--- src/hdl/bb3_pkg.sv ---
// Package for the 3x3 box blur: sizes, config register codes, pixel and
// pipeline control types shared by all block files.
// No dependencies.
package bb3_pkg;

  // Frame limits
  localparam int MAX_WIDTH  = 2048;
  localparam int MAX_HEIGHT = 4096;

  // Counter and index widths derived from the limits
  localparam int COL_W  = $clog2(MAX_WIDTH);
  localparam int ROW_W  = $clog2(MAX_HEIGHT);
  localparam int WID_W  = $clog2(MAX_WIDTH + 1);
  localparam int HGT_W  = $clog2(MAX_HEIGHT + 1);
  localparam int OWED_W = $clog2(MAX_WIDTH + 2);

  // Channel arithmetic
  localparam int CH_W     = 8;
  localparam int COLSUM_W = 10;
  localparam int SUM_W    = 12;
  localparam int ROUND    = 4;
  // Divide by nine as a multiply by a scaled reciprocal (exact for sums below 32768)
  localparam int RECIP_SH = 15;
  localparam int RECIP    = (2**RECIP_SH + 8) / 9;
  localparam int RECIP_W  = 12;
  localparam int PROD_W   = SUM_W + RECIP_W;

  // Configuration port
  localparam int CFG_WIDTH_W  = 12;
  localparam int CFG_HEIGHT_W = 13;
  localparam int CFG_DATA_W   = 13;
  localparam int CFG_IDX_W    = 1;
  localparam logic [CFG_IDX_W-1:0] REG_FRAME_WIDTH  = 1'd0;
  localparam logic [CFG_IDX_W-1:0] REG_FRAME_HEIGHT = 1'd1;
  localparam logic [CFG_WIDTH_W-1:0]  FRAME_WIDTH_RST  = 12'd640;
  localparam logic [CFG_HEIGHT_W-1:0] FRAME_HEIGHT_RST = 13'd480;

  // Output queue
  localparam int OQ_DEPTH = 4;
  localparam int OQ_PTR_W = $clog2(OQ_DEPTH);
  localparam int OQ_CNT_W = $clog2(OQ_DEPTH + 1);

  typedef struct packed {
    logic [CH_W-1:0] red;
    logic [CH_W-1:0] green;
    logic [CH_W-1:0] blue;
  } pix_t;

  // Where a result is taken from
  typedef enum logic [2:0] {
    SRC_MEAN,
    SRC_UPPER_B,
    SRC_LEFT,
    SRC_HOLD,
    SRC_MIDDLE_B
  } res_src_t;

  // Line store access issued when a request is accepted
  typedef struct packed {
    logic             rd_en;
    logic             middle_we;
    logic [COL_W-1:0] col;
    logic [COL_W-1:0] upper_b_addr;
    logic [COL_W-1:0] middle_b_addr;
  } mem_req_t;

  // Control of one request in the read-data stage
  typedef struct packed {
    logic             pix;
    logic             res;
    res_src_t         src;
    logic             fe;
    logic [COL_W-1:0] col;
    logic             upper_we;
    logic             hold_set;
    logic             row_ge1;
    logic             row_ge2;
  } step_t;

endpackage

--- src/hdl/bb3_lane.sv ---
// One colour channel lane of the box blur: column sums, window of three
// columns and the rounded divide by nine. Depends on bb3_pkg.
module bb3_lane import bb3_pkg::*; (
  input  logic            clk,
  input  logic            shift,
  input  logic            row_ge1,
  input  logic            row_ge2,
  input  logic [CH_W-1:0] up_raw,
  input  logic [CH_W-1:0] mid_raw,
  input  logic [CH_W-1:0] px,
  output logic [CH_W-1:0] left,
  output logic [CH_W-1:0] mean
);

  logic [CH_W-1:0]     up, mid, mid_last;
  logic [COLSUM_W-1:0] col_sum, win_old, win_new;
  logic [SUM_W-1:0]    sum, sum_q;
  logic [PROD_W-1:0]   prod;

  // Form this column and the rounded window sum
  always_comb begin
    up      = row_ge2 ? up_raw : '0;
    mid     = row_ge1 ? mid_raw : '0;
    col_sum = COLSUM_W'(up) + COLSUM_W'(mid) + COLSUM_W'(px);
    sum     = SUM_W'(win_old) + SUM_W'(win_new) + SUM_W'(col_sum) + SUM_W'(ROUND);
    left    = mid_last;
  end

  // Shift the window on pixel requests; register the sum for the divide
  always_ff @(posedge clk) begin
    if (shift) begin
      win_old  <= win_new;
      win_new  <= col_sum;
      mid_last <= mid;
    end
    sum_q <= sum;
  end

  // Divide by nine through the reciprocal
  assign prod = PROD_W'(sum_q) * PROD_W'(RECIP);
  assign mean = prod[RECIP_SH +: CH_W];

endmodule

--- config.mk ---
export PLATFORM = sky130hd
export DESIGN_NAME = bb3_lane
export DESIGN_NICKNAME = d
export VERILOG_FILES = /design/src/hdl/bb3_pkg.sv /design/src/hdl/bb3_lane.sv
export SDC_FILE = /design/constraint.sdc
export NUM_CORES = 1
export LEC_CHECK = 0
export BUFFER_PORTS_ARGS = -buffer_cell sky130_fd_sc_hd__buf_2
export CORE_AREA = 5 5 75 145
export DETAILED_ROUTE_END_ITERATION = 10
export DIE_AREA = 0 0 80 150
export HOLD_SLACK_MARGIN = 0.08
export PLACE_DENSITY = 0.7
export SLEW_MARGIN = 25
export SYNTH_ARGS = -nofsm -noshare
export SYNTH_HDL_FRONTEND = slang
export SYNTH_SLANG_ARGS = --single-unit
--- constraint.sdc ---
create_clock -name clk -period 17.01 [get_ports clk]
set_input_delay 3.402 -clock clk [delete_from_list [all_inputs] [get_ports clk]]
set_output_delay 3.402 -clock clk [all_outputs]
set_load 0.01 [all_outputs]
[Yosys cells after proc, flatten, opt, wreduce, memory -nomap -nowiden]
Cells that the tools add are included.
Operators by class
  $add $sub $neg: 5
  multiply operators: 1
  multiplexer cells: 2
Operators with widths (number)
  12-bit by 12-bit multiplier with 23-bit output (second input constant): 1
  8-bit 2-to-1 mux: 2
  11-bit by 10-bit adder with 12-bit output: 1
  12-bit by 3-bit adder with 12-bit output (second input constant): 1
  10-bit by 10-bit adder with 11-bit output: 1
  9-bit by 8-bit adder with 10-bit output: 1
  8-bit by 8-bit adder with 9-bit output: 1
Word-level totals
  register bits: 40
  bits of input ports: 28

[Depth between registers and ports, before layout]
  depth in word-level cells: 5
  gate-level depth with buffers: 19

[Worst setup path before layout]
No wires, ideal clock.
  kind: reg-to-output
  start point: reg sum_q[3]
  end point: out mean[6]
  data arrival time: 4.358 ns
  path slack: 9.250 ns
  stages on the path, launching flop included: 18
  buffers on the path: 1
  cells stage by stage: dfxtp_1 > fa_1 > ha_1 > inv_1 > fa_1 > inv_1 > fa_1 > inv_1 > fa_1 > inv_1 > ha_1 > nor2_1 > o21a_1 > or3_4 > o21a_1 > a21oi_2 > xnor2_1 > buf_4
Between the ends
  cells in the longest elaborated chain, start to end: 1
RTL lines
  from (decl): RTL line bb3_lane.sv:17  | logic [SUM_W-1:0] sum, sum_q;
  from (signal assigned): RTL line bb3_lane.sv:36  | sum_q <= sum;
  12-bit by 12-bit multiplier with 23-bit output: RTL line bb3_lane.sv:40  | assign prod = PROD_W'(sum_q) * PROD_W'(RECIP);
  to (decl): RTL line bb3_lane.sv:12  | output logic [CH_W-1:0] mean
No other way between the ends.

[Worst setup path after layout]
  start point: reg sum_q[9]
  end point: out mean[6]
Same word-level chain as after synthesis.

==> results.toml <==
[timing]
final_max_slew_viol_count = 0
fin_hold_ws_ps = 453
fin_crit_ps = 8260
rsz0062_at_grt = "false"
finalClockSkew_ps = 4.88
hold_viol_final = 0
tightest_slew_ps = 648
fin_setup_tns_ps = 0
max_slew_margin_pct = 56.8
final_min_period_over_clock_period_pct = 48.5
fin_ws_ps = 8750
max_freq_mhz = 121
setup_viol = 0

[route]
via_per_inst = 4.90
drtIter0Drc = 54
drtPass1Iterations = 4
drc = 0
wl_per_cell_um = 13.6
via_count = 2712
routed_wl_um = 7540
postRouteAntennaNets = 0

[place]
io_buffers = 43
dp.cells = 546
pre_cts_ws_ps = 9010
dp_hpwl_um = 6710
gp_congestion = 0.908

[logic_synthesis]
yosysWarnings = 0
synth_top_family_by_area = "adder cells"
synth-simple-area-share_pct = 4.22
syn_nets = 547
synth_mux_area_share_pct = 0
syn_inst = 379
synth.avg_cell_area_um2 = 11.3
synth_fa_ha_area_share_pct = 49.5
yosysSeqAreaShare_pct = 25.2
syn_area_um2 = 4300
synthXorXnorAreaFrac_pct = 4.89
synth_seq_cells = 40
synth_compound_area_share_pct = 7.60
ys_types = 30

[setup_path]
critPathCaptureType = "primary output"
crit_path_max_fanout = 5
crit_arrival_ps = 4850
cpPeakStageDelay_ps = 530
critPathLaunchType = "flop"
critPathRequiredTime_ps = 13610
slowest_stage = "fa_1"
cp_cell_sequence = "fa_1 -> ha_1 -> inv_1 -> fa_1 -> inv_1 -> fa_1 -> inv_1 -> fa_1 -> inv_1 -> ha_1 -> nor2_1 -> o21a_1 -> or3_4 -> o21a_1 -> a21oi_2 -> xnor2_1 -> buf_2"
criticalPathCategory = "reg2out"

[run]
cap_violations = 0

[clock_tree]
post_cts_buffers = 0
cts.reportedPaths.clkPinSlew_ps = 60
clockBufferDepth = 2
cts_made_buffers = 5
cts.htree.levels = 2
cts_hold_buffers = 0
root_buffer = "clkbuf_16"
clk-insertion-delay-late_ps = 280
cts_tree = "built"
cts.sinks = 40
cts_resized = 0

[cells_and_area]
insertedDiodeCount = 0
drive_gt1_share_pct = 13.3
final_nets = 589
fin_cells = 554
fillers = 896
syn_to_final_growth_pct = 10.7

[global_routing]
grt_pass1_vias = 3024
grt_max_degree = 29
grt_use_total_pct = 13.9
grt_util_met2_pct = 28.4
use_met1_pct = 12.6
grt_pass1_wl_um = 12800
met3_usage_pct = 1.27
antenna_found_initial = 0
gr-total-overflow = 0
top_usage_layer = "met2"

[die]
die_h_um = 150
num_rows = 51
core-area_um2 = 9700
start_util_pct = 44.3
design.die.area_um2 = 12000
die_x_um = 80
io_pins = 44

[worst_hold_path]
hold_class = "reg2reg"

[outcome]
status = "finished clean"
-- metal layers --
layer,vias to the layer above,share of wire (%)
li1,1316,-
met1,1317,33
met2,59,59
met3,20,3.1
met4,0,4.7
met5,-,0
-- synthesized netlist by cell type --
library cell / number / share of area, %
nor2_1: 5 / 0.44
o21ai_0: 6 / 0.70
o31ai_1: 1 / 0.17
fa_1: 50 / 23
a21oi_2: 1 / 0.20
nand4_1: 1 / 0.15
a2111oi_2: 1 / 0.35
o31ai_2: 1 / 0.29
inv_1: 83 / 7.2
o21bai_1: 6 / 1.0
or3_4: 1 / 0.26
xnor2_1: 19 / 3.9
edfxtp_1: 28 / 20
a21oi_4: 1 / 0.38
o21ba_2: 1 / 0.23
buf_4: 8 / 1.4
o21ai_1: 1 / 0.12
nand2_1: 14 / 1.2
nor2b_1: 1 / 0.15
a21oi_1: 18 / 2.1
and2_1: 12 / 1.7
a21o_1: 4 / 0.70
ha_1: 90 / 26
a211oi_1: 2 / 0.35
o2111a_1: 1 / 0.26
nor2_2: 1 / 0.15
nor3_1: 1 / 0.12
o21a_1: 4 / 0.70
xor2_1: 5 / 1.0
dfxtp_1: 12 / 5.6
-- cell type report --
class / count / area, µm² / area share [%]
multi-input cells: 248 / 2850 / 59.8
flip-flops and latches: 40 / 1080 / 22.7
inverters: 83 / 312 / 6.55
repair buffers: 43 / 215 / 4.52
well taps: 132 / 165 / 3.47
clock buffers: 6 / 129 / 2.71
clock inverters: 2 / 11.3 / 0.237
-- worst max-delay path, delay by kind of cell, from the launching register on --
kind | cells | cell delay [ps]
compound gates | 3 | 560
xor+xnor | 1 | 120
fa+ha+maj | 6 | 2610
buf+inv | 5 | 370
flops | 1 | 460
simple gates | 2 | 450
-- cell families after synthesis --
group / after synthesis
AO/OA/AOI/OAI: 48
XOR/XNOR: 24
adder cells (fa/ha/maj): 140
buffers and inverters: 91
flip-flops: 40
AND/OR/NAND/NOR: 36
-- sequential cells by signal (all words and copies together) (netlist names) --
register	count
win_new	10
sum_q	12
left	8
win_old	10
-- final timing paths --
check                           startpoint    endpoint  slack (ps)  cells after the start
worst min-delay path            win_new[2]  win_old[2]         450                      0
worst max-delay path              sum_q[9]     mean[6]        8750                     17
worst min register to register  win_new[2]  win_old[2]         450                      0
worst max register to register  win_new[1]   sum_q[10]       13880                     12
-- through the flow --
stage | cell area [µm²] | utilization [%]
after global placement | 4620 | 47.6
after detailed placement | 4620 | 47.6
final | 4760 | 49.1
after global routing | 4760 | 49.1
after CTS | 4760 | 49.1
after floorplan | 4300 | -
-- cell usage in the layout (no fill, tap or decap), types with 6 or more instances in the layout --
| master | instances |
|---|---|
| a21oi_1 | 18 |
| and2_1 | 12 |
| buf_2 | 43 |
| dfxtp_1 | 12 |
| edfxtp_1 | 28 |
| fa_1 | 50 |
| ha_1 | 90 |
| inv_1 | 83 |
| nand2_1 | 14 |
| o21ai_0 | 6 |
| o21bai_1 | 6 |
| xnor2_1 | 19 |
Power is not shown: default switching activity piles up to over one toggle a cycle in this logic, so the estimate is an artifact.
