### src/hdl/bb3_pkg.sv
// Package for the 3x3 box blur: sizes, config register codes, pixel and
// pipeline control types shared by all block files.
// No dependencies.
package bb3_pkg;

  // Frame limits
  localparam int MAX_WIDTH  = 2048;
  localparam int MAX_HEIGHT = 4096;

  // Counter and index widths derived from the limits
  localparam int COL_W  = $clog2(MAX_WIDTH);
  localparam int ROW_W  = $clog2(MAX_HEIGHT);
  localparam int WID_W  = $clog2(MAX_WIDTH + 1);
  localparam int HGT_W  = $clog2(MAX_HEIGHT + 1);
  localparam int OWED_W = $clog2(MAX_WIDTH + 2);

  // Channel arithmetic
  localparam int CH_W     = 8;
  localparam int COLSUM_W = 10;
  localparam int SUM_W    = 12;
  localparam int ROUND    = 4;
  // Divide by nine as a multiply by a scaled reciprocal (exact for sums below 32768)
  localparam int RECIP_SH = 15;
  localparam int RECIP    = (2**RECIP_SH + 8) / 9;
  localparam int RECIP_W  = 12;
  localparam int PROD_W   = SUM_W + RECIP_W;

  // Configuration port
  localparam int CFG_WIDTH_W  = 12;
  localparam int CFG_HEIGHT_W = 13;
  localparam int CFG_DATA_W   = 13;
  localparam int CFG_IDX_W    = 1;
  localparam logic [CFG_IDX_W-1:0] REG_FRAME_WIDTH  = 1'd0;
  localparam logic [CFG_IDX_W-1:0] REG_FRAME_HEIGHT = 1'd1;
  localparam logic [CFG_WIDTH_W-1:0]  FRAME_WIDTH_RST  = 12'd640;
  localparam logic [CFG_HEIGHT_W-1:0] FRAME_HEIGHT_RST = 13'd480;

  // Output queue
  localparam int OQ_DEPTH = 4;
  localparam int OQ_PTR_W = $clog2(OQ_DEPTH);
  localparam int OQ_CNT_W = $clog2(OQ_DEPTH + 1);

  typedef struct packed {
    logic [CH_W-1:0] red;
    logic [CH_W-1:0] green;
    logic [CH_W-1:0] blue;
  } pix_t;

  // Where a result is taken from
  typedef enum logic [2:0] {
    SRC_MEAN,
    SRC_UPPER_B,
    SRC_LEFT,
    SRC_HOLD,
    SRC_MIDDLE_B
  } res_src_t;

  // Line store access issued when a request is accepted
  typedef struct packed {
    logic             rd_en;
    logic             middle_we;
    logic [COL_W-1:0] col;
    logic [COL_W-1:0] upper_b_addr;
    logic [COL_W-1:0] middle_b_addr;
  } mem_req_t;

  // Control of one request in the read-data stage
  typedef struct packed {
    logic             pix;
    logic             res;
    res_src_t         src;
    logic             fe;
    logic [COL_W-1:0] col;
    logic             upper_we;
    logic             hold_set;
    logic             row_ge1;
    logic             row_ge2;
  } step_t;

endpackage

### src/hdl/bb3_out_if.sv
// Output channel of the box blur: valid/ready handshake with one result pixel.
// Depends on bb3_pkg.
interface bb3_out_if import bb3_pkg::*; ();
  logic            valid;
  logic            ready;
  logic [CH_W-1:0] out_blue;
  logic [CH_W-1:0] out_green;
  logic [CH_W-1:0] out_red;
  logic            frame_end;

  modport source (output valid, out_blue, out_green, out_red, frame_end, input ready);
  modport sink   (input valid, out_blue, out_green, out_red, frame_end, output ready);
endinterface

### src/hdl/bb3_merge.sv
// Result merge of the box blur: picks the lane means or a passed pixel and
// queues results for the output channel. Depends on bb3_pkg, bb3_out_if.
module bb3_merge import bb3_pkg::*; (
  input  logic  clk,
  input  logic  rst,
  input  step_t b,
  input  pix_t  left,
  input  pix_t  up_b,
  input  pix_t  hold_px,
  input  pix_t  mid_b,
  input  pix_t  mean,
  output logic  room,
  bb3_out_if.source pix_out
);

  typedef struct packed {
    pix_t pix;
    logic fe;
  } out_t;

  out_t                queue [OQ_DEPTH];
  logic [OQ_PTR_W-1:0] wr_ptr, rd_ptr;
  logic [OQ_CNT_W-1:0] count;
  logic [OQ_CNT_W:0]   load;

  logic c_res, c_mean, c_fe;
  pix_t c_pass, pass;
  logic push, pop;

  // Select the passed pixel for this request
  always_comb begin
    case (b.src)
      SRC_UPPER_B:  pass = up_b;
      SRC_LEFT:     pass = left;
      SRC_HOLD:     pass = hold_px;
      SRC_MIDDLE_B: pass = mid_b;
      default:      pass = '0;
    endcase
  end

  // Advance into the divide stage
  always_ff @(posedge clk) begin
    if (rst) c_res <= 1'b0;
    else     c_res <= b.res;
  end

  always_ff @(posedge clk) begin
    c_mean <= b.src == SRC_MEAN;
    c_fe   <= b.fe;
    c_pass <= pass;
  end

  assign push = c_res;
  assign pop  = pix_out.valid && pix_out.ready;

  // Queue results
  always_ff @(posedge clk) begin
    if (push) queue[wr_ptr] <= '{pix: c_mean ? mean : c_pass, fe: c_fe};
  end

  always_ff @(posedge clk) begin
    if (rst) begin
      wr_ptr <= '0;
      rd_ptr <= '0;
      count  <= '0;
    end else begin
      if (push) wr_ptr <= wr_ptr + OQ_PTR_W'(1);
      if (pop)  rd_ptr <= rd_ptr + OQ_PTR_W'(1);
      count <= count + OQ_CNT_W'(push) - OQ_CNT_W'(pop);
    end
  end

  // Accept only while every result in flight has a queue slot
  assign load = (OQ_CNT_W+1)'(count) + (OQ_CNT_W+1)'(b.res) + (OQ_CNT_W+1)'(c_res);
  assign room = load < (OQ_CNT_W+1)'(OQ_DEPTH);

  assign pix_out.valid     = count != '0;
  assign pix_out.out_red   = queue[rd_ptr].pix.red;
  assign pix_out.out_green = queue[rd_ptr].pix.green;
  assign pix_out.out_blue  = queue[rd_ptr].pix.blue;
  assign pix_out.frame_end = queue[rd_ptr].fe;

endmodule

### src/flat_wrapper.sv
// flat-port wrapper written by rule: the top's interface ports become plain ports
module bb3_merge_flat import bb3_pkg::*;
  (clk, rst, b, left, up_b, hold_px, mid_b, mean, room, pix_out_valid, pix_out_out_blue, pix_out_out_green, pix_out_out_red, pix_out_frame_end, pix_out_ready);
  bb3_out_if pix_out_i ();
  input  logic clk;
  input  logic rst;
  input  step_t b;
  input  pix_t left;
  input  pix_t up_b;
  input  pix_t hold_px;
  input  pix_t mid_b;
  input  pix_t mean;
  output logic room;
  output wire logic [$bits(pix_out_i.valid)-1:0] pix_out_valid;
  output wire logic [$bits(pix_out_i.out_blue)-1:0] pix_out_out_blue;
  output wire logic [$bits(pix_out_i.out_green)-1:0] pix_out_out_green;
  output wire logic [$bits(pix_out_i.out_red)-1:0] pix_out_out_red;
  output wire logic [$bits(pix_out_i.frame_end)-1:0] pix_out_frame_end;
  input wire logic [$bits(pix_out_i.ready)-1:0] pix_out_ready;
  assign pix_out_valid = pix_out_i.valid;
  assign pix_out_out_blue = pix_out_i.out_blue;
  assign pix_out_out_green = pix_out_i.out_green;
  assign pix_out_out_red = pix_out_i.out_red;
  assign pix_out_frame_end = pix_out_i.frame_end;
  assign pix_out_i.ready = pix_out_ready;
  bb3_merge u_core (.clk(clk), .rst(rst), .b(b), .left(left), .up_b(up_b), .hold_px(hold_px), .mid_b(mid_b), .mean(mean), .room(room), .pix_out(pix_out_i));
endmodule
### config.mk
export PLATFORM = sky130hd
export DESIGN_NAME = bb3_merge_flat
export DESIGN_NICKNAME = d
export VERILOG_FILES = /design/src/hdl/bb3_pkg.sv /design/src/hdl/bb3_out_if.sv /design/src/hdl/bb3_merge.sv /design/src/flat_wrapper.sv
export SDC_FILE = /design/constraint.sdc
export NUM_CORES = 1
export LEC_CHECK = 0
export BUFFER_PORTS_ARGS = -buffer_cell sky130_fd_sc_hd__buf_4
export CORE_MARGIN = 2
export CORE_UTILIZATION = 40
export DETAILED_ROUTE_END_ITERATION = 8
export GPL_TIMING_DRIVEN = 1
export RECOVER_POWER = 25
export SYNTH_ARGS = -nofsm -noshare
export SYNTH_HDL_FRONTEND = slang
export SYNTH_SLANG_ARGS = --single-unit
### constraint.sdc
create_clock -name clk -period 5.05 [get_ports clk]
set_input_delay 1.01 -clock clk [delete_from_list [all_inputs] [get_ports clk]]
set_output_delay 1.01 -clock clk [all_outputs]
set_load 0.03 [all_outputs]
# Word level (Yosys, flattened, before mapping)
# Memory sizes are Yosys's and may differ from the RTL's. A register that Yosys moved wholly into a read port is not among the register bits.
# Cells that the tools add are included.
[classes] addsub=6 multipliers=0 n_div=0 order_cmp=1 eq_ne=4 n_shift=0 muxes=6 bitwise_logic=0 n_reduce_logical=3
[op_table] operator="$pmux W24 S4" n=1
[op_table] operator="$mux W24" n=1
[op_table] operator="$eq A3 B2 Y1 const B" n=2
[op_table] operator="$add A2 B1 Y2 const B" n=2
[op_table] operator="$add A3 B1 Y4" n=1
[op_table] operator="$add A4 B1 Y4" n=1
[op_table] operator="$lt A4 B3 Y1 const B" n=1
[op_table] operator="$mux W2" n=2
[op_table] operator="$add A3 B1 Y3" n=1
[op_table] operator="$eq A3 B1 Y1 const B" n=1
[op_table] operator="$eq A3 B3 Y1 const B" n=1
[op_table] operator="$logic_not A3 Y1" n=1
[op_table] operator="$reduce_bool A3 Y1" n=1
[op_table] operator="$sub A3 B1 Y3" n=1
[op_table] operator="$mux W1" n=2
[op_table] operator="$logic_and A1 B1 Y1" n=1
[word_totals] register_bits=34 latchBits=0 mem_bits_rw=100 romBits=0 in_bits=144 out_inout_bits=27 wordCells=30 mem_count=1
[mem_list] name="u_core.queue" words=4 width=25 rd=1 rd_ports_with_merged_regs=1 wr=1 line_no="bb3_merge.sv:21" text="out_t queue [OQ_DEPTH];"

# Logic depth before layout (Yosys ltp)
[logic_depth] depth_word=4 ltp_mapped=8

# Worst setup path after synthesis
# Ideal clock, no wire load.
[synth_path] path_kind="input to output" start="input b[19] (netlist name)" end="output room" arrival_ns=1.728 required_ns=4.040 slack_ns=2.312 path_stages=3 path_buffers=0 cell_sequence="a21oi_1 nor2_1 o22ai_1"
[synth_between] elab_chain_len=3
[synth_lines] element="start, declared" line_no="flat_wrapper.sv:7" text="input step_t b;"
[synth_lines] element="$add A3 B1 Y4" line_no="bb3_merge.sv:74" text="assign load = (OQ_CNT_W+1)'(count) + (OQ_CNT_W+1)'(b.res) + (OQ_CNT_W+1)'(c_res);"
[synth_lines] element="$add A4 B1 Y4" line_no="bb3_merge.sv:74"
[synth_lines] element="$lt A4 B3 Y1" line_no="bb3_merge.sv:75" text="assign room = load < (OQ_CNT_W+1)'(OQ_DEPTH);"
[synth_lines] element="end, declared" line_no="flat_wrapper.sv:13" text="output logic room;"
# No other way between the ends.

==> flow_metrics.env <==
export IMPL_finalHoldViolCount=0
export IMPL_p_leak_nw=2.94
export IMPL_dpl_instance_area_sq_um=7030
export IMPL_worst_setup_path_type="in2reg"
export IMPL_synth_main_ff_cell="edfxtp_1"
export IMPL_instances_no_fill=678
export IMPL_ios=171
export IMPL_synth_async_reset_ratio=0
export IMPL_coreArea_sq_um=14400
export IMPL_wl_per_cell_microns=18.0
export IMPL_clk_pin_slew_worst_paths_ns=0.05
export IMPL_critPathCaptureType="register"
export IMPL_root_buffer="clkbuf_16"
export IMPL_chipHeight_microns=125
export IMPL_hpwl_microns=8340
export IMPL_layout_setup_ws_ns=1.63
export IMPL_grt_usage=0.165
export IMPL_drt_iter0_markers=174
export IMPL_die_w_microns=125
export IMPL_power_density_nw_per_um2=443
export IMPL_worstMarginPinSlew_ns=1.95
export IMPL_netlist_instances=326
export IMPL_max_freq_mhz=292
export IMPL_yosysTopAreaCellShare=0.517
export IMPL_globalplace_congestion=0.735
export IMPL_first_global_vias=3677
export IMPL_hp_class="reg2reg"
export IMPL_finalClockSkew_ns=0.00693
export IMPL_cpMaxStageDelayCell="clkbuf_1"
export IMPL_wirelength_microns=12200
export IMPL_slowest_delay_ns=1.38
export IMPL_synth_edf_count=100
export IMPL_ys_types=33
export IMPL_design_area_sq_um=7660
export IMPL_synthTopCellsByArea="edfxtp_1 (52%), dfxtp_1 (12%), mux4_2 (8.1%), mux2_2 (4.6%), a22oi_2 (4.3%)"
export IMPL_fin_crit_ns=3.42
export IMPL_netlist_area_sq_um=5810
export IMPL_cts_made_buffers=17
export IMPL_die_area_sq_um=15500
export IMPL_cts_tree="yes"
export IMPL_vias_per_cell=5.00
export IMPL_fillCellCount=1180
export IMPL_regArea_sq_um=3720
export IMPL_ctsResizeCount=0
export IMPL_yosys_area_top_type="edfxtp_1"
export IMPL_avgSynthCellArea_sq_um=17.8
export IMPL_multiInputGateArea_sq_um=1850
export IMPL_clk_latency_ns=0.41
export IMPL_cts_max_path_buffers=2
export IMPL_crit_chain="clkbuf_1 > nor2b_4 > a22oi_2 > o22ai_1"
export IMPL_yosysWarnings=0
export IMPL_crit_fanout=27
export IMPL_diodes=0
export IMPL_cp_arrival_ns=3.70
export IMPL_drive_gt1_frac=0.506
export IMPL_final_core_util=0.533
export IMPL_dr_pass1_iters=4
export IMPL_crit_required_ns=5.33
export IMPL_grt_pass1_wl_microns=19400
export IMPL_status="finished, violations left"
export IMPL_postCtsHoldBufs=0
export IMPL_drv_slew=54
export IMPL_synth_most_common_cell="edfxtp_1"
export IMPL_ant_nets=0
export IMPL_finalSetupViolations=0
export IMPL_area_growth_synth_to_final_pct=31.7
export IMPL_portBuffers=154
export IMPL_ir_drop_mv=0.264
export IMPL_htreeDepth=4
export IMPL_drc=0
export IMPL_ys_seq_area_frac=0.641
export IMPL_grt_ovfl_total=0
export IMPL_tns_ns=0
export IMPL_post_cts_buffers=0
export IMPL_ys_seq_elements=136
export IMPL_grt_start_max_net_pins=28
export IMPL_period_share=0.678
export IMPL_cts_sinks=136
export IMPL_yosys_top_cells_count="edfxtp_1 (100), dfxtp_1 (36), mux2i_1 (25)"
export IMPL_crit_buf_inv=1
export IMPL_drv_cap=2
export IMPL_start_kind="primary input"
export IMPL_vias=3390
export IMPL_rsz0062_at_grt="false"
export IMPL_rows=44
export IMPL_antenna_found_initial=0
export IMPL_violations="capacitance limit, slew limit"
export IMPL_place_inst=646
export IMPL_cpLargestDelayFamily="buffers and inverters"
export IMPL_nNetsFinal=634
export IMPL_dp_slack_ns=2.13
export IMPL_synth_nets=479
export IMPL_start_util=0.405
export IMPL_slew_limit_headroom=-0.302
## layer usage
metal,up-vias,wire length [microns],part of all wire,global-route usage
met1,1654,5200,0.43,0.203
met4,0,219,0.018,0.0621
li1,1622,-,-,-
met3,14,468,0.038,0.0374
met5,-,0,0,0
met2,100,6310,0.52,0.285
## registers in the layout (all words and copies together) (netlist names), named ones only
name,flops
u_core.c_fe,1
u_core.queue,100
u_core.c_res,1
u_core.c_pass,24
u_core.wr_ptr,2
u_core.c_mean,1
u_core.count,3
u_core.rd_ptr,2
## worst register-to-register path: stages, from the launching register on
cell and delay (ns):
dfxtp_1 0.41, ha_1 0.18, and2_1 0.11, clkbuf_1 1.21
## cells in the final DEF (no fill, tap or decap), types with 2 or more instances in the layout
cell type and instances:
a22oi_1 4, dfxtp_1 35, o22ai_1 22, clkinv_4 2, ha_1 8, clkinv_2 4
buf_4 156, inv_1 5, and2_1 4, clkbuf_16 17, edfxtp_1 100, mux2i_1 25
mux4_2 21, clkinvlp_4 2, xnor2_1 3, clkbuf_1 5, mux4_1 4, clkbuf_4 2
nor2_1 9, mux2_2 15, mux2_1 9, a22oi_2 20, nor2b_1 2, o22ai_2 3
bufinv_16 5
## cells by family after synthesis
| kind of cell | synth area share |
|---|---|
| buffers and inverters | 0.0411 |
| AOI/OAI and AO/OA | 0.0822 |
| adders and majority gates | 0.0207 |
| xor gates and xnor gates | 0.00603 |
| muxes | 0.189 |
| DFF | 0.641 |
| and+or+nand+nor | 0.0204 |
## final cells by class
type	instances	share of cell area
clock inverters	13	0.0265
flip-flops and latches	136	0.486
clock buffers	19	0.0565
well taps	184	0.0301
multi-input cells	160	0.242
repair buffers	161	0.156
inverters	5	0.00245
## report_power, final
part,internal [mW],switching (mW)
combinational,0.365,0.360
sequential,1.27,0.0802
clock,0.873,0.442
total,2.51,0.882
## worst paths after layout
path              slack, ns                            end                     startpoint  depth (start not counted)
setup / recovery       1.63       u_core.c_pass[5]$_DFF_P_                          b[16]                          4
hold / removal         0.48   u_core.queue[1][0]$_DFFE_PP_            u_core.c_fe$_DFF_P_                          0
setup reg to reg       2.72  u_core.queue[1][23]$_DFFE_PP_  u_core.wr_ptr[0]$_SDFFE_PP0P_                          3
hold reg to reg        0.48   u_core.queue[1][0]$_DFFE_PP_            u_core.c_fe$_DFF_P_                          0
## through the flow
step	hold slack, ns	total power [mW]
finish	0.484	3.39
global route	0.528	3.53
CTS	0.492	3.43
detailed placement	0.478	2.12
global placement	0.454	2.11
floorplan	0.438	1.87
No activity file was read; power rests on OpenSTA's default activity.
