**src/hdl/bb3_pkg.sv**
```systemverilog
// Package for the 3x3 box blur: sizes, config register codes, pixel and
// pipeline control types shared by all block files.
// No dependencies.
package bb3_pkg;

  // Frame limits
  localparam int MAX_WIDTH  = 2048;
  localparam int MAX_HEIGHT = 4096;

  // Counter and index widths derived from the limits
  localparam int COL_W  = $clog2(MAX_WIDTH);
  localparam int ROW_W  = $clog2(MAX_HEIGHT);
  localparam int WID_W  = $clog2(MAX_WIDTH + 1);
  localparam int HGT_W  = $clog2(MAX_HEIGHT + 1);
  localparam int OWED_W = $clog2(MAX_WIDTH + 2);

  // Channel arithmetic
  localparam int CH_W     = 8;
  localparam int COLSUM_W = 10;
  localparam int SUM_W    = 12;
  localparam int ROUND    = 4;
  // Divide by nine as a multiply by a scaled reciprocal (exact for sums below 32768)
  localparam int RECIP_SH = 15;
  localparam int RECIP    = (2**RECIP_SH + 8) / 9;
  localparam int RECIP_W  = 12;
  localparam int PROD_W   = SUM_W + RECIP_W;

  // Configuration port
  localparam int CFG_WIDTH_W  = 12;
  localparam int CFG_HEIGHT_W = 13;
  localparam int CFG_DATA_W   = 13;
  localparam int CFG_IDX_W    = 1;
  localparam logic [CFG_IDX_W-1:0] REG_FRAME_WIDTH  = 1'd0;
  localparam logic [CFG_IDX_W-1:0] REG_FRAME_HEIGHT = 1'd1;
  localparam logic [CFG_WIDTH_W-1:0]  FRAME_WIDTH_RST  = 12'd640;
  localparam logic [CFG_HEIGHT_W-1:0] FRAME_HEIGHT_RST = 13'd480;

  // Output queue
  localparam int OQ_DEPTH = 4;
  localparam int OQ_PTR_W = $clog2(OQ_DEPTH);
  localparam int OQ_CNT_W = $clog2(OQ_DEPTH + 1);

  typedef struct packed {
    logic [CH_W-1:0] red;
    logic [CH_W-1:0] green;
    logic [CH_W-1:0] blue;
  } pix_t;

  // Where a result is taken from
  typedef enum logic [2:0] {
    SRC_MEAN,
    SRC_UPPER_B,
    SRC_LEFT,
    SRC_HOLD,
    SRC_MIDDLE_B
  } res_src_t;

  // Line store access issued when a request is accepted
  typedef struct packed {
    logic             rd_en;
    logic             middle_we;
    logic [COL_W-1:0] col;
    logic [COL_W-1:0] upper_b_addr;
    logic [COL_W-1:0] middle_b_addr;
  } mem_req_t;

  // Control of one request in the read-data stage
  typedef struct packed {
    logic             pix;
    logic             res;
    res_src_t         src;
    logic             fe;
    logic [COL_W-1:0] col;
    logic             upper_we;
    logic             hold_set;
    logic             row_ge1;
    logic             row_ge2;
  } step_t;

endpackage

```
**src/hdl/bb3_ctrl.sv**
```systemverilog
// Raster position, frame size latch and owed-result tracking of the box blur.
// Issues line store accesses per accepted request. Depends on bb3_pkg.
module bb3_ctrl import bb3_pkg::*; (
  input  logic                  clk,
  input  logic                  rst,
  input  logic                  cfg_wr_en,
  input  logic [CFG_IDX_W-1:0]  cfg_index,
  input  logic [CFG_DATA_W-1:0] cfg_data,
  input  logic                  acc,
  input  logic                  kind,
  input  pix_t                  px,
  output mem_req_t              req,
  output step_t                 b,
  output pix_t                  b_px
);

  function automatic logic [WID_W-1:0] clamp_w(input logic [CFG_WIDTH_W-1:0] v);
    logic [WID_W-1:0] r;
    if (v == '0) r = WID_W'(1);
    else if (int'(v) > MAX_WIDTH) r = WID_W'(MAX_WIDTH);
    else r = WID_W'(v);
    return r;
  endfunction

  function automatic logic [HGT_W-1:0] clamp_h(input logic [CFG_HEIGHT_W-1:0] v);
    logic [HGT_W-1:0] r;
    if (v == '0) r = HGT_W'(1);
    else if (int'(v) > MAX_HEIGHT) r = HGT_W'(MAX_HEIGHT);
    else r = HGT_W'(v);
    return r;
  endfunction

  logic [CFG_WIDTH_W-1:0]  frame_width;
  logic [CFG_HEIGHT_W-1:0] frame_height;

  logic [COL_W-1:0]  in_column, in_column_next;
  logic [ROW_W-1:0]  in_row, in_row_next;
  logic [WID_W-1:0]  cur_w, cur_w_next;
  logic [HGT_W-1:0]  cur_h, cur_h_next;
  logic [OWED_W-1:0] owed, owed_next;
  logic [WID_W-1:0]  tail_w, tail_w_next;
  logic [WID_W-1:0]  tail_col, tail_col_next;
  logic              tail_upper, tail_upper_next;
  logic              hold_ok, hold_ok_next;

  logic              pixel, start, own, take;
  logic [WID_W-1:0]  w_eff, col_inc, w_last, tw_last;
  logic [HGT_W-1:0]  h_eff, row_inc;
  step_t             step;

  // Write configuration registers
  always_ff @(posedge clk) begin
    if (rst) begin
      frame_width  <= FRAME_WIDTH_RST;
      frame_height <= FRAME_HEIGHT_RST;
    end else if (cfg_wr_en) begin
      unique case (cfg_index)
        REG_FRAME_WIDTH:  frame_width  <= cfg_data[CFG_WIDTH_W-1:0];
        REG_FRAME_HEIGHT: frame_height <= cfg_data[CFG_HEIGHT_W-1:0];
        default: ;
      endcase
    end
  end

  // Work out the position, result source and tail update of this request
  always_comb begin
    pixel = !kind;
    start = pixel && (in_row == '0) && (in_column == '0);
    w_eff = start ? clamp_w(frame_width) : cur_w;
    h_eff = start ? clamp_h(frame_height) : cur_h;
    w_last  = w_eff - WID_W'(1);
    tw_last = tail_w - WID_W'(1);
    own   = pixel && ((in_row >= ROW_W'(2)) || ((in_row == ROW_W'(1)) && (in_column != '0)));
    take  = !own && (owed != '0);

    in_column_next  = in_column;
    in_row_next     = in_row;
    cur_w_next      = cur_w;
    cur_h_next      = cur_h;
    owed_next       = owed;
    tail_w_next     = tail_w;
    tail_col_next   = tail_col;
    tail_upper_next = tail_upper;
    hold_ok_next    = hold_ok;
    col_inc         = WID_W'(in_column) + WID_W'(1);
    row_inc         = HGT_W'(in_row) + HGT_W'(1);

    step          = '0;
    step.pix      = pixel;
    step.col      = in_column;
    step.upper_we = pixel && (in_row != '0);
    step.row_ge1  = in_row != '0;
    step.row_ge2  = in_row >= ROW_W'(2);
    step.src      = SRC_MIDDLE_B;

    req.rd_en         = acc;
    req.middle_we     = acc && pixel;
    req.col           = in_column;
    req.upper_b_addr  = tw_last[COL_W-1:0];
    req.middle_b_addr = tail_col[COL_W-1:0];

    if (own) begin
      // Own result: drop whatever older results are still owed
      step.res        = 1'b1;
      owed_next       = '0;
      tail_upper_next = 1'b0;
      hold_ok_next    = 1'b0;
      if ((in_row >= ROW_W'(2)) && (in_column >= COL_W'(2))) begin
        step.src = SRC_MEAN;
      end else if (in_column == '0) begin
        step.src         = SRC_UPPER_B;
        req.upper_b_addr = w_last[COL_W-1:0];
      end else begin
        step.src = SRC_LEFT;
      end
    end else if (take) begin
      // Release the next owed result of the previous frame
      step.res  = 1'b1;
      step.fe   = owed == OWED_W'(1);
      owed_next = owed - OWED_W'(1);
      if (tail_upper) begin
        step.src        = SRC_UPPER_B;
        tail_upper_next = 1'b0;
      end else if (hold_ok) begin
        step.src      = SRC_HOLD;
        hold_ok_next  = 1'b0;
        tail_col_next = tail_col + WID_W'(1);
      end else begin
        step.src      = SRC_MIDDLE_B;
        tail_col_next = tail_col + WID_W'(1);
      end
    end

    // Keep an owed entry that this pixel's write is about to overwrite
    step.hold_set = pixel && (owed_next != '0) && !tail_upper_next && !hold_ok_next &&
                    (tail_col_next == WID_W'(in_column));
    if (step.hold_set) hold_ok_next = 1'b1;

    // Advance the raster position and arm the tail at frame end
    if (pixel) begin
      if (start) begin
        cur_w_next = w_eff;
        cur_h_next = h_eff;
      end
      if (col_inc >= w_eff) begin
        in_column_next = '0;
        if (row_inc >= h_eff) begin
          in_row_next     = '0;
          tail_upper_next = h_eff >= HGT_W'(2);
          owed_next       = tail_upper_next ? OWED_W'(w_eff) + OWED_W'(1) : OWED_W'(w_eff);
          tail_w_next     = w_eff;
          tail_col_next   = '0;
          hold_ok_next    = 1'b0;
        end else begin
          in_row_next = row_inc[ROW_W-1:0];
        end
      end else begin
        in_column_next = col_inc[COL_W-1:0];
      end
    end
  end

  // Update state on accept
  always_ff @(posedge clk) begin
    if (rst) begin
      in_column  <= '0;
      in_row     <= '0;
      cur_w      <= WID_W'(1);
      cur_h      <= HGT_W'(1);
      owed       <= '0;
      tail_w     <= WID_W'(1);
      tail_col   <= '0;
      tail_upper <= 1'b0;
      hold_ok    <= 1'b0;
      b          <= '0;
    end else begin
      b <= acc ? step : '0;
      if (acc) begin
        in_column  <= in_column_next;
        in_row     <= in_row_next;
        cur_w      <= cur_w_next;
        cur_h      <= cur_h_next;
        owed       <= owed_next;
        tail_w     <= tail_w_next;
        tail_col   <= tail_col_next;
        tail_upper <= tail_upper_next;
        hold_ok    <= hold_ok_next;
      end
    end
  end

  // Hold the incoming pixel for the read-data stage
  always_ff @(posedge clk) begin
    if (acc) b_px <= px;
  end

endmodule

```
**config.mk**
```make
export PLATFORM = sky130hd
export DESIGN_NAME = bb3_ctrl
export DESIGN_NICKNAME = d
export VERILOG_FILES = /design/src/hdl/bb3_pkg.sv /design/src/hdl/bb3_ctrl.sv
export SDC_FILE = /design/constraint.sdc
export NUM_CORES = 1
export LEC_CHECK = 0
export BUFFER_PORTS_ARGS = -buffer_cell sky130_fd_sc_hd__clkbuf_2
export CORE_MARGIN = 2
export CORE_UTILIZATION = 40
export CTS_BUF_LIST = sky130_fd_sc_hd__clkbuf_8
export DETAILED_ROUTE_END_ITERATION = 10
export PLACE_DENSITY_LB_ADDON = 0.05
export SETUP_SLACK_MARGIN = 0.2
export SLEW_MARGIN = 10
export SYNTH_ARGS = -nofsm -noshare
export SYNTH_HDL_FRONTEND = slang
export SYNTH_SLANG_ARGS = --single-unit
```
**constraint.sdc**
```tcl
create_clock -name clk -period 14.2 [get_ports clk]
set_input_delay 2.84 -clock clk [delete_from_list [all_inputs] [get_ports clk]]
set_output_delay 2.84 -clock clk [all_outputs]
set_load 0.005 [all_outputs]
```
---- After elaboration in Yosys (flattened, before gate mapping) ----
Cells that the tools add are included.
word-level totals
  output and inout bits ................... 80
  bits of input ports ..................... 43
  register bits after elaboration ......... 155
  word-level logic and storage cells ...... 118
operators by class
  add/sub/neg operators ................... 7
  bitwise operators ....................... 4
  reduce and logical (&&, ||, !) cells .... 33
  mux-type cells .......................... 41
  equal/unequal tests ..................... 3
  $lt $le $gt $ge ......................... 7
operators with widths
  cell                                                                 count
  2-to-1 mux 12 bit                                                    16
  2-to-1 mux 11 bit                                                    4
  2-to-1 mux 13 bit                                                    3
  nonzero test 12 bit                                                  3
  adder 12 x 1 -> 12 bit (second input constant)                       2
  equality test 12 x 1 -> 1 bit (second input constant)                2
  zero test 12 bit                                                     2
  subtractor 11 x 1 -> 11 bit (second input constant)                  2
  adder 12 x 1 -> 13 bit (second input constant)                       1
  greater-or-equal comparator 13 bit                                   1
  greater-or-equal comparator 13 x 2 -> 1 bit (second input constant)  1
  greater-than comparator 13 bit (second input constant)               1
  zero test 13 bit                                                     1
  adder 11 x 1 -> 12 bit (second input constant)                       1
  equality test 12 x 11 -> 1 bit                                       1
  greater-or-equal comparator 12 bit                                   1
  greater-or-equal comparator 12 x 2 -> 1 bit (second input constant)  1
  greater-than comparator 12 bit (second input constant)               1
  logical AND 1 bit                                                    12
  2-to-1 mux 1 bit                                                     12
  subtractor 12 x 1 -> 12 bit (second input constant)                  1
  greater-or-equal comparator 11 x 2 -> 1 bit (second input constant)  1
  zero test 11 bit                                                     1
  nonzero test 11 bit                                                  1
  12 further kinds                                                     23

---- Depth between registers and ports, before layout ----
  depth in word-level cells ............... 17
  mapped depth ............................ 21
  depth with buffers taken out ............ 16

---- Worst setup path before layout ----
Ideal clock, no wire load.
  kind .................................... input port to output port
  start ................................... input kind
  end ..................................... output req[21] (netlist name)
  required time ........................... 11360 ps
  data arrival time ....................... 4858 ps
  slack ................................... 6502 ps
  stages .................................. 9
  buffers on the path ..................... 1
  cell sequence ........................... nand2b_1 -> and4b_1 -> nand2_1 -> clkbuf_1 -> mux2i_1 -> nor4b_1 -> nand4_1 -> xnor2_1 -> mux2i_1
RTL lines
  item             line            RTL
  start, declared  bb3_ctrl.sv:10  input logic kind,
  end, declared    bb3_ctrl.sv:12  output mem_req_t req,

==> results.rst <==
.. list-table::
   :header-rows: 1

   * - Metric
     - Value
   * - Core ar.
     - 22,400 µm²
   * - Layout cells sized above 1
     - 15.9%
   * - Leading post-synthesis cells by cell area
     - sky130_fd_sc_hd__dfxtp_1 (29%), sky130_fd_sc_hd__edfxtp_1 (8.0%), sky130_fd_sc_hd__nand2_1 (6.2%), sky130_fd_sc_hd__a21oi_1 (5.5%), sky130_fd_sc_hd__ha_1 (5.3%)
   * - Internal Dissipation
     - 800 µW
   * - PnR worst setup slack
     - 5660 ps
   * - H-tree depth
     - 4
   * - Data required time at the worst endpoint
     - 11,360 ps
   * - Count of maximum capacitance violations
     - 0
   * - Top cells by count, synth
     - sky130_fd_sc_hd__nand2_1 (150), sky130_fd_sc_hd__dfxtp_1 (131), sky130_fd_sc_hd__a21oi_1 (100)
   * - Number of placement rows
     - 55
   * - Area growth from synthesis to layout
     - 11.5%
   * - Instance count of the mapped netlist
     - 1,101
   * - Top_reg_cell synth
     - sky130_fd_sc_hd__dfxtp_1
   * - Area enclosed by the die boundary
     - 23,800 µm²
   * - Total nets after synthesis
     - 1,182
   * - Die Y
     - 154 µm
   * - Setup slack on the worst flop-to-flop path
     - 8420 ps
   * - Sw Pwr
     - 498 µW
   * - Detail Placement HPWL
     - 19,700 µm
   * - Clock-pin slew of the registers on the worst-case setup and hold paths
     - 80 ps
   * - Seq pwr share
     - 40.1%
   * - Count of buffers added by post-CTS timing repair for setup
     - 0
   * - Number of global-route vias before repair
     - 7,638
   * - Largest net degree at the start of global routing
     - 67
   * - Storage element area
     - 3340 µm²
   * - Final setup TNS
     - 0 ps
   * - Count of nets after finishing
     - 1,248
   * - Via count of the routed design
     - 8,143
   * - Wire length of the first global-routing pass
     - 43,100 µm
   * - Total DRC errors in the routed layout
     - 0
   * - Launch point of the worst path
     - kind
   * - Starting density of the core
     - 40.3%
   * - Total clock sinks
     - 155
   * - Fin area
     - 10,100 µm²
   * - Maximum frequency from static timing analysis
     - 117 MHz
   * - Antenna Nets Post-Route
     - 0
   * - Global route overflow
     - 0
   * - Initial antenna violation count
     - 0
   * - TritonCTS clock tree
     - yes
   * - Worst Path Class, Setup
     - in -> out
   * - Number of fillers in the final layout
     - 2,273
   * - Total global-route track usage
     - 22.8%
   * - Worst max-slew margin expressed relative to the limit
     - 33.6%
   * - Final critical path time including I/O delays and setup
     - 8540 ps
   * - Unrepaired setup endpoints after global routing
     - no
   * - Slew at the pin closest to its max-slew limit
     - 989 ps
   * - Clock buffers created by TritonCTS
     - 17
   * - Top-level port count
     - 123
   * - Flip-flop and latch count after synthesis
     - 155
   * - Hold depth
     - 2
   * - Hold violation count in the final report
     - 0
   * - CP Capture Type
     - output pin
   * - Cell area after synthesis
     - 9050 µm²
   * - Static leakage
     - 4.07 nW
   * - Count of warnings emitted by yosys
     - 0
   * - Number of enable-type register cells in the synthesized netlist
     - 24
   * - Total iterations of the first detailed-routing run
     - 5
   * - R2r startpoint
     - in_column[3]$_SDFFE_PP0P_
   * - Endpoint of the worst register-to-register path
     - tail_col[3]$_SDFFE_PP0P_
   * - Clock skew after layout
     - 18.0 ps
   * - Detail-routed via count per cell
     - 5.56
   * - Result of the run
     - finished clean
   * - Number of buffers between clock root and the deepest sink
     - 2
   * - Synth async-reset ratio
     - 0%
   * - Multi-input gate area in the final layout
     - 5210 µm²
   * - Launch instance of the worst min-delay path
     - cur_w[9]$_SDFFE_PP0P_
   * - Quantity of I/O buffers inserted on ports
     - 122
   * - Worst-case reg-to-reg path depth
     - 12
   * - Power per Cell Area
     - 129 nW/µm²
   * - Pins Over Slew Limit
     - 0
   * - Mean Syn Cell Area
     - 8.22 µm²
   * - Cell area after placement
     - 9710 µm²
   * - Average routed wire per standard cell
     - 18.5 µm
   * - Crit path launch type
     - input pin
   * - Pre-CTS setup slack
     - 5690 ps
   * - Wirelength, routed
     - 27,200 µm
   * - Fraction of synthesized cell area taken by the top area cell type
     - 29.0%
   * - Cell with the most instances after synthesis
     - sky130_fd_sc_hd__nand2_1
   * - Horizontal die dimension
     - 154 µm
   * - Arrival time worst endpoint
     - 5700 ps
   * - Tightest Hold Check Type
     - reg -> reg
   * - Proportion of synthesized chip area in sequential cells
     - 37.0%
   * - Combinational group share of total power
     - 34.4%
   * - Peak supply drop
     - 0.0000704 V
   * - CTS root buffer
     - sky130_fd_sc_hd__clkbuf_8
   * - Switching share of power
     - 38.4%
   * - Largest fanout on the critical path
     - 13
   * - Number of endpoints failing setup at the final stage
     - 0
   * - Library cell with the largest summed area after synthesis
     - sky130_fd_sc_hd__dfxtp_1
   * - Clock latency at the later pin of the worst-skew pair
     - 460 ps
   * - Period Utilization, post-route
     - 60.1%
   * - Post-cts gate resize count
     - 0
   * - Number of hold buffers added after cts
     - 0
   * - Final weighted congestion of routability-driven global placement
     - 0.900
   * - Clock share of power
     - 25.5%
   * - Inserted Diodes
     - 0
   * - Hold Path End
     - cur_w[9]$_SDFFE_PP0P_
   * - Count of cell types in the netlist
     - 77
   * - Drt initial violations
     - 599
layer usage:
metal  vias up  wire length [µm]  GRT usage [%]
met5         -                 0              0
met1      3868             13100           31.9
li1       4066                 -              -
met3        24              1050           3.33
met2       185             12700           37.1
met4         0               390           5.69
cell families after synthesis:
logic type / after synthesis / synth area share [%]
compound gates: 247 / 17.3
xor+xnor: 63 / 6.10
fa+ha+maj: 38 / 5.26
buf+inv: 111 / 5.71
flops: 155 / 37.0
mux: 15 / 1.70
simple gates: 472 / 27.0
critical path, stage by stage:
cell and delay, ps:
sky130_fd_sc_hd__clkbuf_2 140, sky130_fd_sc_hd__nand2b_1 280, sky130_fd_sc_hd__nor3_2 700, sky130_fd_sc_hd__mux2i_1 500, sky130_fd_sc_hd__inv_1 220, sky130_fd_sc_hd__a21oi_1 410, sky130_fd_sc_hd__nand2_1 120, sky130_fd_sc_hd__xnor2_1 160
sky130_fd_sc_hd__mux2i_1 170, sky130_fd_sc_hd__clkbuf_2 140
power by group through the flow:
stage | combinational [mW] | clock [mW] | sequential (mW)
floorplan | 0.341 | 0 | 0.513
global placement | 0.441 | 0 | 0.530
CTS | 0.443 | 0.343 | 0.519
finish | 0.447 | 0.331 | 0.520
global route | 0.495 | 0.361 | 0.526
detailed placement | 0.439 | 0 | 0.530
placed cells by master (no fill, tap or decap), types with 23 or more instances in the layout:
cell type and n:
sky130_fd_sc_hd__nand2_1 150, sky130_fd_sc_hd__and3_1 25, sky130_fd_sc_hd__o21ai_0 47, sky130_fd_sc_hd__nor2_1 97, sky130_fd_sc_hd__clkbuf_2 121, sky130_fd_sc_hd__nand3_1 29
sky130_fd_sc_hd__inv_1 23, sky130_fd_sc_hd__edfxtp_1 24, sky130_fd_sc_hd__ha_1 38, sky130_fd_sc_hd__xnor2_1 40, sky130_fd_sc_hd__nor3_1 25, sky130_fd_sc_hd__a21oi_1 100
sky130_fd_sc_hd__xor2_1 23, sky130_fd_sc_hd__dfxtp_1 131
cell type report:
type / instances / area share [%]
multi-input combinational: 835 / 51.7
sequential: 155 / 33.1
timing repair buffer: 134 / 6.97
tap: 285 / 3.54
clock buffer: 18 / 2.46
clock inverter: 14 / 1.30
inverter: 24 / 0.893
through the flow:
| step | util, % | hold slack [ps] | instances | total power [mW] |
|---|---|---|---|---|
| floorplan | - | 432 | 1101 | 0.854 |
| global placement | 43.3 | 445 | 1433 | 0.971 |
| detailed placement | 43.3 | 451 | 1433 | 0.969 |
| CTS | 45.0 | 462 | 1465 | 1.30 |
| global route | 45.0 | 481 | 1465 | 1.38 |
| finish | 45.0 | 460 | 1465 | 1.30 |
registers in the layout, summed over array words and instances, names as in the netlist:
name,cells
b,21
tail_w,11
tail_col,12
cur_w,12
b_px,24
in_column,11
cur_h,13
hold_ok,1
in_row,12
tail_upper,1
frame_width,12
owed,12
frame_height,13
how the worst max path moves through the flow:
stage,slack (ps),cells past startpoint,end
final,5660,10,req[20]
after CTS,5660,10,req[20]
after global placement,5850,10,req[20]
after floorplan,6500,9,req[21]
after global routing,5370,10,req[18]
after detailed placement,5690,10,req[20]
Note: power is estimated with default switching activity, not from simulation.
